## config.mk

```make
export PLATFORM = sky130hd
export DESIGN_NAME = byte_to_septet_packer
export DESIGN_NICKNAME = d
export VERILOG_FILES = /design/src/sv/b2s_pkg.sv /design/src/sv/b2s_septet_cell.sv /design/src/sv/b2s_out_cell.sv /design/src/sv/byte_to_septet_packer.sv
export VERILOG_INCLUDE_DIRS = /design/src /design/src/sv
export SDC_FILE = /design/constraint.sdc
export NUM_CORES = 1
export LEC_CHECK = 0
export ABC_AREA = 1
export BUFFER_PORTS_ARGS = -buffer_cell sky130_fd_sc_hd__buf_2
export CAP_MARGIN = 40
export CORE_ASPECT_RATIO = 1.4
export CORE_UTILIZATION = 55
export CTS_BUF_LIST = sky130_fd_sc_hd__clkbuf_2
export DETAILED_ROUTE_END_ITERATION = 7
export PLACE_DENSITY = 0.74
export SYNTH_ARGS = -nofsm -noshare
export SYNTH_HDL_FRONTEND = slang
export SYNTH_SLANG_ARGS = --single-unit
```

## constraint.sdc

```tcl
create_clock -name clk_i -period 3.1 [get_ports clk_i]
set_clock_uncertainty 0.05 [all_clocks]
set_input_delay 0.31 -clock clk_i [delete_from_list [all_inputs] [get_ports clk_i]]
set_output_delay 0.31 -clock clk_i [all_outputs]
set_load 0.01 [all_outputs]
```

## src/sv/assert_macros.svh

```systemverilog
// Assertion macros used by the top level of the septet packer.
`ifndef ASSERT_MACROS_SVH
`define ASSERT_MACROS_SVH

`ifndef NO_ASSERTIONS

// Check a property on a given clock, disabled while the active-low reset is asserted.
`define B2S_ASSERT_CLK(name, clk, rstn, prop) \
  name: assert property (@(posedge clk) disable iff (!rstn) prop) \
    else $error("b2s assertion failed");

// Check a property on the module's clk_i and rst_ni.
`define B2S_ASSERT(name, prop) \
  `B2S_ASSERT_CLK(name, clk_i, rst_ni, prop)

`else

`define B2S_ASSERT_CLK(name, clk, rstn, prop)
`define B2S_ASSERT(name, prop)

`endif

`endif

```

## src/sv/b2s_pkg.sv

```systemverilog
// Types and constants of the byte to septet packer.
`timescale 1ns / 1ps
`default_nettype none

package b2s_pkg;

  localparam int unsigned BYTE_W    = 8;
  localparam int unsigned SEPTET_W  = 7;
  localparam int unsigned GROUP_IN  = 8;
  localparam int unsigned GROUP_OUT = 7;
  localparam int unsigned GROUP_W   = SEPTET_W * GROUP_IN;
  localparam int unsigned FILL_W    = $clog2(GROUP_IN);

  typedef logic [SEPTET_W-1:0] septet_t;
  typedef logic [GROUP_W-1:0]  group_t;
  typedef logic [FILL_W-1:0]   fill_t;

  typedef struct packed {
    logic [BYTE_W-1:0] data_byte;
    logic              stream_last;
  } in_item_t;

  typedef struct packed {
    logic [BYTE_W-1:0] packed_byte;
    logic              group_end;
    logic              stream_end;
  } out_item_t;

  // Contents of one output chain cell.
  typedef struct packed {
    logic      valid;
    out_item_t item;
  } chain_cell_t;

endpackage

`default_nettype wire

```

## src/sv/b2s_septet_cell.sv

```systemverilog
// One septet slot of the group collector.
`timescale 1ns / 1ps
`default_nettype none

module b2s_septet_cell (
  input  wire logic              clk_i,
  input  wire logic              rst_ni,
  input  wire logic              clear_i,
  input  wire logic              write_i,
  input  wire b2s_pkg::septet_t  septet_i,
  output b2s_pkg::septet_t       septet_o
);

  b2s_pkg::septet_t septet_q, septet_d;

  // Clear wins: unused slots must read as zero padding.
  always_comb begin
    septet_d = septet_q;
    if (clear_i) begin
      septet_d = '0;
    end else if (write_i) begin
      septet_d = septet_i;
    end
  end

  always_ff @(posedge clk_i or negedge rst_ni) begin
    if (!rst_ni) begin
      septet_q <= '0;
    end else begin
      septet_q <= septet_d;
    end
  end

  assign septet_o = septet_q;

endmodule

`default_nettype wire

```

## src/sv/b2s_out_cell.sv

```systemverilog
// One byte cell of the output shift chain.
`timescale 1ns / 1ps
`default_nettype none

module b2s_out_cell (
  input  wire logic                 clk_i,
  input  wire logic                 rst_ni,
  input  wire logic                 load_i,
  input  wire logic                 shift_i,
  input  wire b2s_pkg::out_item_t   load_item_i,
  input  wire b2s_pkg::chain_cell_t next_i,
  output b2s_pkg::chain_cell_t      cell_o
);

  logic               valid_q, valid_d;
  b2s_pkg::out_item_t item_q, item_d;

  always_comb begin
    valid_d = valid_q;
    item_d  = item_q;
    if (load_i) begin
      valid_d = 1'b1;
      item_d  = load_item_i;
    end else if (shift_i) begin
      // take the neighbor's contents as the head moves on
      valid_d = next_i.valid;
      item_d  = next_i.item;
    end
  end

  always_ff @(posedge clk_i or negedge rst_ni) begin
    if (!rst_ni) begin
      valid_q <= 1'b0;
    end else begin
      valid_q <= valid_d;
    end
  end

  always_ff @(posedge clk_i) begin
    item_q <= item_d;
  end

  assign cell_o.valid = valid_q;
  assign cell_o.item  = item_q;

endmodule

`default_nettype wire

```

## src/sv/byte_to_septet_packer.sv

```systemverilog
// Top level of the byte to septet packer.
//
// Keeps bits 7..1 of every input byte and packs each run of eight septets
// into seven bytes, first septet most significant; a byte flagged
// stream_last closes the group early, zero padding the missing septets.
// One byte is accepted per cycle while the input is not stalled. A finished
// group waits in a hand-off register and is loaded into a row of seven
// byte cells that shifts one byte toward the output per transfer. With an
// empty chain the group is loaded as soon as it sits in the hand-off
// register, so the closing byte passes the hand-off register and then the
// first chain cell before the first packed byte is presented. Input is
// stalled only while the hand-off register holds a group that the output
// chain cannot take in that cycle; a group can enter the hand-off register
// at the same edge as the previous one leaves it. With an unstalled output,
// a stream of full groups runs at one byte per cycle, while a stream that
// ends after k bytes of a group still yields seven bytes for that group.
`timescale 1ns / 1ps
`default_nettype none
`include "assert_macros.svh"

module byte_to_septet_packer (
  input  wire logic               clk_i,
  input  wire logic               rst_ni,
  input  wire logic               in_valid_i,
  output logic                    in_stall_o,
  input  wire b2s_pkg::in_item_t  in_data_i,
  output logic                    out_valid_o,
  input  wire logic               out_stall_i,
  output b2s_pkg::out_item_t      out_data_o
);

  localparam int unsigned SeptetW  = b2s_pkg::SEPTET_W;
  localparam int unsigned ByteW    = b2s_pkg::BYTE_W;
  localparam int unsigned GroupIn  = b2s_pkg::GROUP_IN;
  localparam int unsigned GroupOut = b2s_pkg::GROUP_OUT;
  localparam int unsigned GroupW   = b2s_pkg::GROUP_W;
  localparam int unsigned FillW    = b2s_pkg::FILL_W;

  logic             in_xfer, out_xfer;
  b2s_pkg::septet_t septet;
  logic             emit;

  b2s_pkg::fill_t   fill_q, fill_d;
  b2s_pkg::septet_t store [GroupOut];
  b2s_pkg::group_t  group;

  logic             pend_valid_q, pend_valid_d;
  b2s_pkg::group_t  pend_group_q;
  logic             pend_stream_q;

  b2s_pkg::chain_cell_t chain [GroupOut];
  logic [GroupOut-1:0]  chain_valid;
  logic                 can_load, chain_load;

  assign in_xfer  = in_valid_i && !in_stall_o;
  assign out_xfer = out_valid_o && !out_stall_i;
  assign septet   = in_data_i.data_byte[ByteW-1 -: SeptetW];
  assign emit     = (fill_q == FillW'(GroupIn - 1)) || in_data_i.stream_last;

  // Collector: one cell per held septet, cleared whenever a group leaves.
  for (genvar g = 0; g < GroupOut; g++) begin : g_collect
    b2s_septet_cell u_cell (
      .clk_i    (clk_i),
      .rst_ni   (rst_ni),
      .clear_i  (in_xfer && emit),
      .write_i  (in_xfer && !emit && (fill_q == FillW'(g))),
      .septet_i (septet),
      .septet_o (store[g])
    );
  end

  // Slots past the fill point hold zeros, so only the current slot is patched.
  always_comb begin
    group = '0;
    for (int i = 0; i < GroupOut; i++) begin
      group[GroupW-1-SeptetW*i -: SeptetW] =
        (fill_q == FillW'(i)) ? septet : store[i];
    end
    group[SeptetW-1:0] = (fill_q == FillW'(GroupIn - 1)) ? septet : '0;
  end

  always_comb begin
    fill_d = fill_q;
    if (in_xfer) begin
      fill_d = emit ? '0 : fill_q + FillW'(1);
    end
  end

  // Hand-off register between collector and output chain.
  assign can_load   = !chain[0].valid || (out_xfer && !chain[1].valid);
  assign chain_load = pend_valid_q && can_load;

  always_comb begin
    pend_valid_d = pend_valid_q;
    if (in_xfer && emit) begin
      pend_valid_d = 1'b1;
    end else if (chain_load) begin
      pend_valid_d = 1'b0;
    end
  end

  always_ff @(posedge clk_i or negedge rst_ni) begin
    if (!rst_ni) begin
      fill_q       <= '0;
      pend_valid_q <= 1'b0;
    end else begin
      fill_q       <= fill_d;
      pend_valid_q <= pend_valid_d;
    end
  end

  always_ff @(posedge clk_i) begin
    if (in_xfer && emit) begin
      pend_group_q  <= group;
      pend_stream_q <= in_data_i.stream_last;
    end
  end

  assign in_stall_o = pend_valid_q && !chain_load;

  // Output chain: cell 0 drives the port, each cell takes its neighbor's byte.
  for (genvar g = 0; g < GroupOut; g++) begin : g_chain
    b2s_pkg::out_item_t   load_item;
    b2s_pkg::chain_cell_t next_cell;

    assign load_item.packed_byte = pend_group_q[GroupW-1-ByteW*g -: ByteW];
    assign load_item.group_end   = 1'(g == GroupOut - 1);
    assign load_item.stream_end  = 1'(g == GroupOut - 1) && pend_stream_q;

    if (g == GroupOut - 1) begin : g_tail
      assign next_cell = '0;
    end else begin : g_body
      assign next_cell = chain[g+1];
    end

    b2s_out_cell u_cell (
      .clk_i       (clk_i),
      .rst_ni      (rst_ni),
      .load_i      (chain_load),
      .shift_i     (out_xfer),
      .load_item_i (load_item),
      .next_i      (next_cell),
      .cell_o      (chain[g])
    );

    assign chain_valid[g] = chain[g].valid;
  end

  assign out_valid_o = chain[0].valid;
  assign out_data_o  = chain[0].item;

  // Valid cells stay packed toward the head.
  `B2S_ASSERT(a_chain_packed, ((chain_valid >> 1) & ~chain_valid) == '0)
  // A load fills every cell.
  `B2S_ASSERT(a_load_fills, chain_load |=> (&chain_valid))
  // A stream end restarts the collector.
  `B2S_ASSERT(a_stream_restart, in_xfer && in_data_i.stream_last |=> fill_q == '0)

endmodule

`default_nettype wire
```

==> reports/qor.yml, run 1 <==
status:
  status: "completed"
die:
  dieArea_um2: 14800
  initial_core_util: 0.565
  die_h_um: 143
  die_x_um: 103
  io_pins: 25
  rows: 51
  core_area_um2: 13900
detailed_routing:
  ant_nets: 0
  viasPerCell: 5.26
  wl_per_cell_um: 15.1
  drc: 0
  dr.pass1.iters: 6
  routed_wl_um: 15400
  drt_iter0_markers: 342
  routed-via-count: 5373
worst_setup_path:
  crit_family: "buffers and inverters"
  slowest_stage: "dlygate4sd3_1"
  crit_type: "flop to flop"
  crit_chain: "ha_1, ha_1, nor2_8, inv_2, nand3_2, buf_4, nand3_1, dlygate4sd3_1, nand2_1"
  worstPathArrival_ns: 3.47
  max_stage_delay_ns: 0.54
  cp.required_ns: 3.71
  critPathMaxFanout: 29
  crit_top_cell: "ha_1"
  worst_setup_path_end_kind: "flop"
  startpoint_type: "flop"
  critPathBufInv: 3
  cp_num_cells: 9
  r2r-end: "g_collect[0].u_cell.septet_o[5]"
  reg2regPathDepth: 9
  reg2reg_from: "fill_q[0]"
  reg2reg_slack_ns: 0.24
power:
  leakage_nw: 3.97
  clockPowerShare: 0.153
  vdd_drop_max_mv: 0.365
  pwr-share-comb: 0.289
  switching_share: 0.356
  power_frac_seq: 0.558
  p_sw_mw: 2.74
  power.internal_mw: 4.95
  powerDensity_nw_per_um2: 906
yosys:
  yosys_warnings: 0
  syn_inst: 800
  synth_edf_count: 114
  synthFlopType: "edfxtp_1"
  synth_fp_nets: 819
  synth_area_per_cell_um2: 9.82
  async_flop_share: 0.321
  netlist_area_um2: 7860
  yosys.area.top_type_share: 0.436
  synthDistinctLibCells: 23
  yosysMostFrequentCell: "nand2_1"
  ys_seq_area_frac: 0.660
  yosysTopAreaCell: "edfxtp_1"
  ys_ff_latch: 187
  synth_common_cells: "nand2_1, edfxtp_1, nand3_1, dfrtp_1, o21ai_0"
  synthTopCellsByArea: "edfxtp_1, dfrtp_1, nand2_1"
cts:
  clock_path_buffers: 2
  htreeDepth: 4
  clk_latency_ns: 0.72
  cts_hold_buf: 14
  cts_root_buf: "clkbuf_2"
  cts_resized: 0
  cts_sinks: 187
  cts_buffers: 17
  tritoncts: "done"
  post-cts-setup-buffers: 0
  cts.clk_slew.worst_paths_ns: 0.27
timing:
  clock.fmax_mhz: 350
  worst_pin_slew_ns: 0.809
  period_share: 0.922
  setup_viol: 0
  report.final.hold_viol_count: 0
  tns_ns: 0
  rsz0062_at_grt: "false"
  min_period_ns: 2.86
  slew_headroom: 0.460
  slew_viol_final: 0
grt:
  grt_use_total: 0.225
  grt_max_degree: 61
  grt-ovfl-total: 0
  grt_pass1_vias: 5097
  grt_antenna_before_repair: 1
  grt_pass1_wl_um: 24800
placed_design:
  numPortBuffers: 23
  dp_hpwl_um: 10400
  gp_congestion: 0.866
flow_run:
  drv_cap: 0
finish:
  post-route-util: 0.610
  syn_to_final_growth_pct: 8.08
  nets: 841
  drive_gt1_frac: 0.107
hold_path:
  whs_path_depth: 2
  worstHoldStart: "in_data_i[0]"
  hold_end: "pend_stream_q"
  hold_path.class: "input port to flop"
==> power by group through the flow <==
stage          registers [mW]  clock network, mW  logic, mW
2_1_floorplan            4.28                  0       1.61
3_5_place_dp             4.36                  0       2.20
5_1_grt                  4.39               1.30       2.54
6_report                 4.29               1.18       2.22
3_3_place_gp             4.31                  0       2.09
4_1_cts                  4.29               1.20       2.23
==> per-stage QoR <==
| step | power (mW) | setup WS (ns) | area, µm² | instances | hold slack [ns] |
|---|---|---|---|---|---|
| floorplan | 5.89 | 0.296 | 7860 | 800 | -0.0356 |
| global placement | 6.40 | 0.671 | 8070 | 972 | 0.407 |
| detailed placement | 6.56 | 0.630 | 8110 | 974 | 0.133 |
| CTS | 7.72 | 0.240 | 8490 | 1020 | 0.340 |
| global route | 8.23 | 0.0241 | 8490 | 1021 | 0.333 |
| finish | 7.69 | 0.243 | 8490 | 1021 | 0.390 |
==> worst max-delay path by stage <==
stage | from | to | slack [ns]
after floorplan | fill_q[0] | pend_group_q[0] | 0.30
after global placement | fill_q[0] | pend_group_q[45] | 0.67
after detailed placement | fill_q[0] | pend_group_q[53] | 0.63
after CTS | fill_q[0] | g_collect[0].u_cell.septet_o[5] | 0.24
after global routing | fill_q[0] | g_collect[0].u_cell.septet_o[5] | 0.02
final | fill_q[0] | g_collect[0].u_cell.septet_o[5] | 0.24
==> area by class of cell <==
class,instances,area (µm²)
clock inverters,14,146
clock buffers,18,90.1
well taps,185,231
repair buffers,45,353
flip-flops and latches,187,5180
fillers,1197,5420
diodes,1,2.50
multi-input cells,509,2250
inverters,62,233
==> cells in the final DEF, fill, tap and decap left out, drive strengths merged, types with 14 or more instances in the layout <==
cell | Yosys | final
buf | 21 | 31
clkbuf | 21 | 18
edfxtp | 114 | 114
nor2 | 20 | 20
nand2 | 314 | 314
nand3 | 99 | 99
dfrtp | 60 | 60
o21ai | 65 | 65
dlygate4sd3 | 0 | 14
inv | 62 | 66
==> layer usage <==
metal	wire length (µm)	up-vias	share of wire	global-route usage
met3	736	31	0.048	0.0438
met1	6490	2517	0.42	0.288
met4	403	0	0.026	0.0897
li1	-	2655	-	-
met5	0	-	0	0
met2	7770	170	0.50	0.376
==> state kept, by name, summed over array words and instances (netlist names) <==
name	flops
fill_q	3
g_chain.u_cell.cell_o	70
g_chain.u_cell.valid_q	7
g_collect.u_cell.septet_o	49
pend_group_q	56
pend_stream_q	1
pend_valid_q	1
==> logic make-up (layout without fill, tap and decap cells) <==
logic type	Yosys count	in the layout	synth area share
adders and majority gates	6	6	0.00956
and+or+nand+nor	433	433	0.231
DFF	187	187	0.660
buffers and inverters	104	139	0.0543
AOI/OAI and AO/OA	70	70	0.0452
other	0	1	0
Note: power is estimated with default switching activity, not from simulation.
==> run 2: changes to the inputs <==
- MAX_ROUTING_LAYER: default -> met4
==> reports/qor.yml, run 2 (synthesis gave the netlist of run 1 again) <==
status:
  status: "completed"
hold_path:
  whs_path_depth: 2  # unchanged
  hold_path.class: "input port to flop"
  worstHoldStart: "in_data_i[0]"
  hold_end: "pend_stream_q"
timing:
  worst_pin_slew_ns: 0.795  # -0.0137 ns
  report.final.hold_viol_count: 0  # unchanged
  period_share: 0.841  # -0.0803
  clock.fmax_mhz: 383  # +9.5%
  slew_viol_final: 0  # unchanged
  tns_ns: 0  # unchanged
  min_period_ns: 2.61  # -0.249 ns
  slew_headroom: 0.469  # +0.00915
  setup_viol: 0  # unchanged
  rsz0062_at_grt: "false"
detailed_routing:
  viasPerCell: 5.28  # +0.27%
  routed-via-count: 5398  # +0.47%
  dr.pass1.iters: 5  # -1
  drc: 0  # unchanged
  drt_iter0_markers: 305  # -11%
  routed_wl_um: 15200  # -1.4%
  ant_nets: 0  # unchanged
  wl_per_cell_um: 14.8  # -1.6%
worst_setup_path:
  reg2regPathDepth: 8  # -1
  reg2reg_slack_ns: 0.49  # +0.25 ns
  worst_setup_path_end_kind: "flop"
  critPathMaxFanout: 23  # -21%
  reg2reg_from: "fill_q[0]"
  crit_top_cell: "ha_1"
  crit_chain: "ha_1, ha_1, nor2_8, inv_2, nand3_2, nand3_1, dlygate4sd3_1, nand2_1"
  startpoint_type: "flop"
  slowest_stage: "dlygate4sd3_1"
  crit_type: "flop to flop"
  r2r-end: "g_collect[1].u_cell.septet_o[0]"
  cp.required_ns: 3.74  # +0.03 ns
  max_stage_delay_ns: 0.56  # +0.02 ns
  critPathBufInv: 2  # -1
  crit_family: "simple AND/OR/NAND/NOR gates"
  worstPathArrival_ns: 3.24  # -0.23 ns
finish:
  syn_to_final_growth_pct: 8.27
  nets: 843  # +0.24%
  layout_common_cells: "nand2_1, edfxtp_1, nand3_1"
  post-route-util: 0.611  # +0.00108
  drive_gt1_frac: 0.109  # +0.00213
  largest_reg_flops: 70  # unchanged
  final_common_cell: "nand2_1"
placed_design:
  numPortBuffers: 23  # unchanged
  gp_congestion: 0.901  # +3.9%
  dp_hpwl_um: 10500  # +0.39%
grt:
  grt_pass1_wl_um: 24800  # +0.19%
  grt_max_degree: 61  # unchanged
  grt_antenna_before_repair: 1  # unchanged
  grt_use_total: 0.231  # +0.00528
  grt_pass1_vias: 5079  # -0.35%
  grt-ovfl-total: 0  # unchanged
cts:
  htreeDepth: 4  # unchanged
  cts_resized: 0  # unchanged
  cts_root_buf: "clkbuf_2"
  clk_latency_ns: 0.74  # +0.02 ns
  tritoncts: "done"
  cts_sinks: 187  # unchanged
  clock_path_buffers: 2  # unchanged
  cts.clk_slew.worst_paths_ns: 0.29  # +0.02 ns
  cts_buffers: 17  # unchanged
power:
  vdd_drop_max_mv: 0.408  # +12%
  fin_total_pwr_mw: 7.72  # +0.40%
  powerDensity_nw_per_um2: 908  # +0.22%
  leakage_nw: 3.98  # +0.21%
die:
  io_pins: 25  # unchanged
  initial_core_util: 0.565  # unchanged
  die_x_um: 103  # unchanged
  rows: 51  # unchanged
  core_area_um2: 13900  # unchanged
  dieArea_um2: 14800  # unchanged
  die_h_um: 143  # unchanged
flow_run:
  drv_cap: 0  # unchanged
-- run 2: cell count changes in the layout (fill, tap and decap cells not counted), sizes merged --
cell    delta
clkinv     -2
buf        +2
clkbuf     -1
inv        +3
-- run 2: how the worst max path moves through the flow --
stage | startpoint | slack [ns] | depth (start not counted) | endpoint
6_report | fill_q[0] | 0.49 | 8 | g_collect[1].u_cell.septet_o[0]
5_1_grt | fill_q[0] | 0.36 | 8 | g_collect[1].u_cell.septet_o[0]
4_1_cts | fill_q[0] | 0.51 | 8 | g_collect[1].u_cell.septet_o[0]
3_5_place_dp | fill_q[0] | 0.61 | 7 | pend_stream_q
3_3_place_gp | fill_q[0] | 0.71 | 7 | pend_stream_q
2_1_floorplan | fill_q[0] | 0.30 | 8 | pend_group_q[0]
-- run 2: final cells by class --
type                            count  area (µm²)
Sequential cell                   187        5180
Fill cell                        1204        5410
Multi-Input combinational cell    509        2250
Antenna cell                        1        2.50
Inverter                           62         233
Tap cell                          185         231
Clock inverter                     15         164
Timing Repair Buffer               47         355
Clock buffer                       17        85.1
-- run 2: metal layers --
layer  vias to the layer above  share of wire  global-route usage
li1                       2666              -                   -
met4                         0          0.018              0.0793
met2                       150           0.51               0.381
met1                      2562           0.44               0.284
met3                        20          0.035              0.0438
met5                         -              0                   -
-- run 2: per-stage QoR --
step	hold WS, ns	setup slack, ns	instance area, µm²	std cells
floorplan	-0.0356	0.296	7860	800
global placement	0.407	0.707	8090	975
detailed placement	0.135	0.606	8110	976
CTS	0.326	0.510	8500	1022
global route	0.313	0.362	8500	1023
finish	0.379	0.492	8500	1023
-- run 2: power breakdown --
| group | switching, mW | internal (mW) |
|---|---|---|
| logic | 1.52 | 0.683 |
| clock network | 0.836 | 0.390 |
| registers | 0.400 | 3.89 |
-- run 2: what timing repair did --
| action | in CTS | in global routing |
|---|---|---|
| hold buffers | 14 | 0 |
| hold endpoints to repair | 124 | 0 |
| setup buffers | 0 | 0 |
==> run 3: changes to the inputs <==
- clock period: 3.1 -> 2.5 ns (I/O delays scaled with it)
==> reports/qor.yml, run 3 (synthesis gave the netlist of run 1 again) <==
detailed_routing:
  routed-via-count: 5365  # -0.61%
  viasPerCell: 5.24  # -0.71%
  wl_per_cell_um: 15.1  # +1.7%
  drc: 0  # unchanged
  routed_wl_um: 15400  # +1.8%
  ant_nets: 0  # unchanged
  drt_iter0_markers: 380  # +25%
  dr.pass1.iters: 5  # unchanged
timing:
  setup_viol: 0  # unchanged
  slew_headroom: 0.548  # +0.0788
  rsz0062_at_grt: "false"
  period_share: 0.938  # +0.0965
  clock.fmax_mhz: 426  # +11%
  worst_pin_slew_ns: 0.678  # -0.117 ns
  slew_viol_final: 0  # unchanged
  whs_ns: 0.296  # -0.0833 ns
  min_period_ns: 2.34  # -0.264 ns
  report.final.hold_viol_count: 0  # unchanged
finish:
  nFillCells: 1178  # -2.2%
  final_common_cell: "nand2_1"
  syn_to_final_growth_pct: 8.87
  nets: 844  # +0.12%
  layout_common_cells: "nand2_1, edfxtp_1, nand3_1"
  drive_gt1_frac: 0.113  # +0.00464
  fin_cells: 1024  # +0.098%
  stdcell_area_um2: 8550  # +0.56%
  largest_reg_flops: 70  # unchanged
die:
  rows: 51  # unchanged
  die_x_um: 103  # unchanged
  core_area_um2: 13900  # unchanged
  die_h_um: 143  # unchanged
  io_pins: 25  # unchanged
  initial_core_util: 0.565  # unchanged
  dieArea_um2: 14800  # unchanged
cts:
  clock_path_buffers: 2  # unchanged
  clk_latency_ns: 0.72  # -0.02 ns
  cts.clk_slew.worst_paths_ns: 0.26  # -0.03 ns
  htreeDepth: 4  # unchanged
  cts_sinks: 187  # unchanged
  cts_buffers: 17  # unchanged
  post-cts-setup-buffers: 0  # unchanged
  tritoncts: "done"
  cts_root_buf: "clkbuf_2"
hold_path:
  hold_path.class: "input port to flop"
placed_design:
  place_area_um2: 8130  # +0.20%
  gp_congestion: 0.870  # -3.4%
  placed_cells: 976  # unchanged
  numPortBuffers: 23  # unchanged
  dp_hpwl_um: 10500  # +0.86%
flow_run:
  drv_cap: 0  # unchanged
worst_setup_path:
  critPathMaxFanout: 50  # +120%
  crit_family: "buffers and inverters"
  worst_setup_path_end_kind: "flop"
  slowest_stage: "dlygate4sd3_1"
  max_stage_delay_ns: 0.57  # about the same
  critPathBufInv: 3  # +1
  startpoint_type: "flop"
  crit_chain: "ha_2, ha_4, nor2_8, inv_4, nand3_4, buf_6, nand3_1, dlygate4sd3_1, nand2_1"
  cp.required_ns: 3.15  # -0.59 ns
  worstPathArrival_ns: 2.99  # -0.25 ns
  crit_type: "flop to flop"
grt:
  grt_use_total: 0.236  # +0.00527
  grt_busiest_layer: "met2"
  use_met2: 0.381  # +0.000702
  grtUsageMet1: 0.285  # +0.00152
  grt_pass1_vias: 5175  # +1.9%
  grt-ovfl-total: 0  # unchanged
  grt_max_degree: 61  # unchanged
  use_met3: 0.0413  # -0.00243
  grt_pass1_wl_um: 25300  # +2.0%
  grt_antenna_before_repair: 1  # unchanged
power:
  powerDensity_nw_per_um2: 1130  # +25%
  vdd_drop_max_mv: 0.508  # +25%
  leakage_nw: 3.98  # -0.16%
  fin_total_pwr_mw: 9.68  # +25%
status:
  status: "completed"
-- run 3: area by class of cell --
cell class | count | area [µm²] | area share
clock buffer | 19 | 95.1 | 0.0111
timing repair buffer | 48 | 357 | 0.0417
multi-input combinational | 509 | 2280 | 0.266
inverter | 62 | 239 | 0.0279
clock inverter | 13 | 166 | 0.0195
tap | 185 | 231 | 0.0271
antenna | 1 | 2.50 | 0.000293
sequential | 187 | 5180 | 0.606
-- run 3: stage by stage --
step                setup TNS, ns  setup slack, ns  utilization
floorplan                 -0.0469        -0.000822            -
global placement                0            0.440        0.584
detailed placement              0            0.380        0.584
CTS                             0           0.0673        0.614
global route                    0           0.0491        0.615
finish                          0            0.155        0.615
-- run 3: layer usage --
metal	routed length [µm]	up-vias
li1	-	2660
met2	7680	153
met3	667	40
met5	0	-
met1	6540	2512
met4	561	0
-- run 3: timing repair --
item,in CTS,in global routing
hold buffers,15,0
setup endpoints to repair,0,2
hold endpoints to repair,104,0
resized for setup,0,3
-- run 3: power by group --
part | internal (mW) | switching (mW)
combinational | 0.873 | 1.92
sequential | 4.82 | 0.483
clock | 0.577 | 1.01
-- run 3: worst paths after layout --
| check | start | endpoint | slack (ns) | depth (start not counted) |
|---|---|---|---|---|
| min | in_data_i[0] | pend_stream_q | 0.30 | 2 |
| max reg2reg | fill_q[1] | g_collect[0].u_cell.septet_o[5] | 0.16 | 9 |
| max in group asynchronous | rst_ni | g_collect[0].u_cell.septet_o[4] | 0.53 | 4 |
| min reg2reg | g_collect[0].u_cell.septet_o[0] | g_collect[0].u_cell.septet_o[0] | 0.47 | 2 |
| max | fill_q[1] | g_collect[0].u_cell.septet_o[5] | 0.16 | 9 |
| min in group asynchronous | rst_ni | fill_q[2] | 0.46 | 3 |
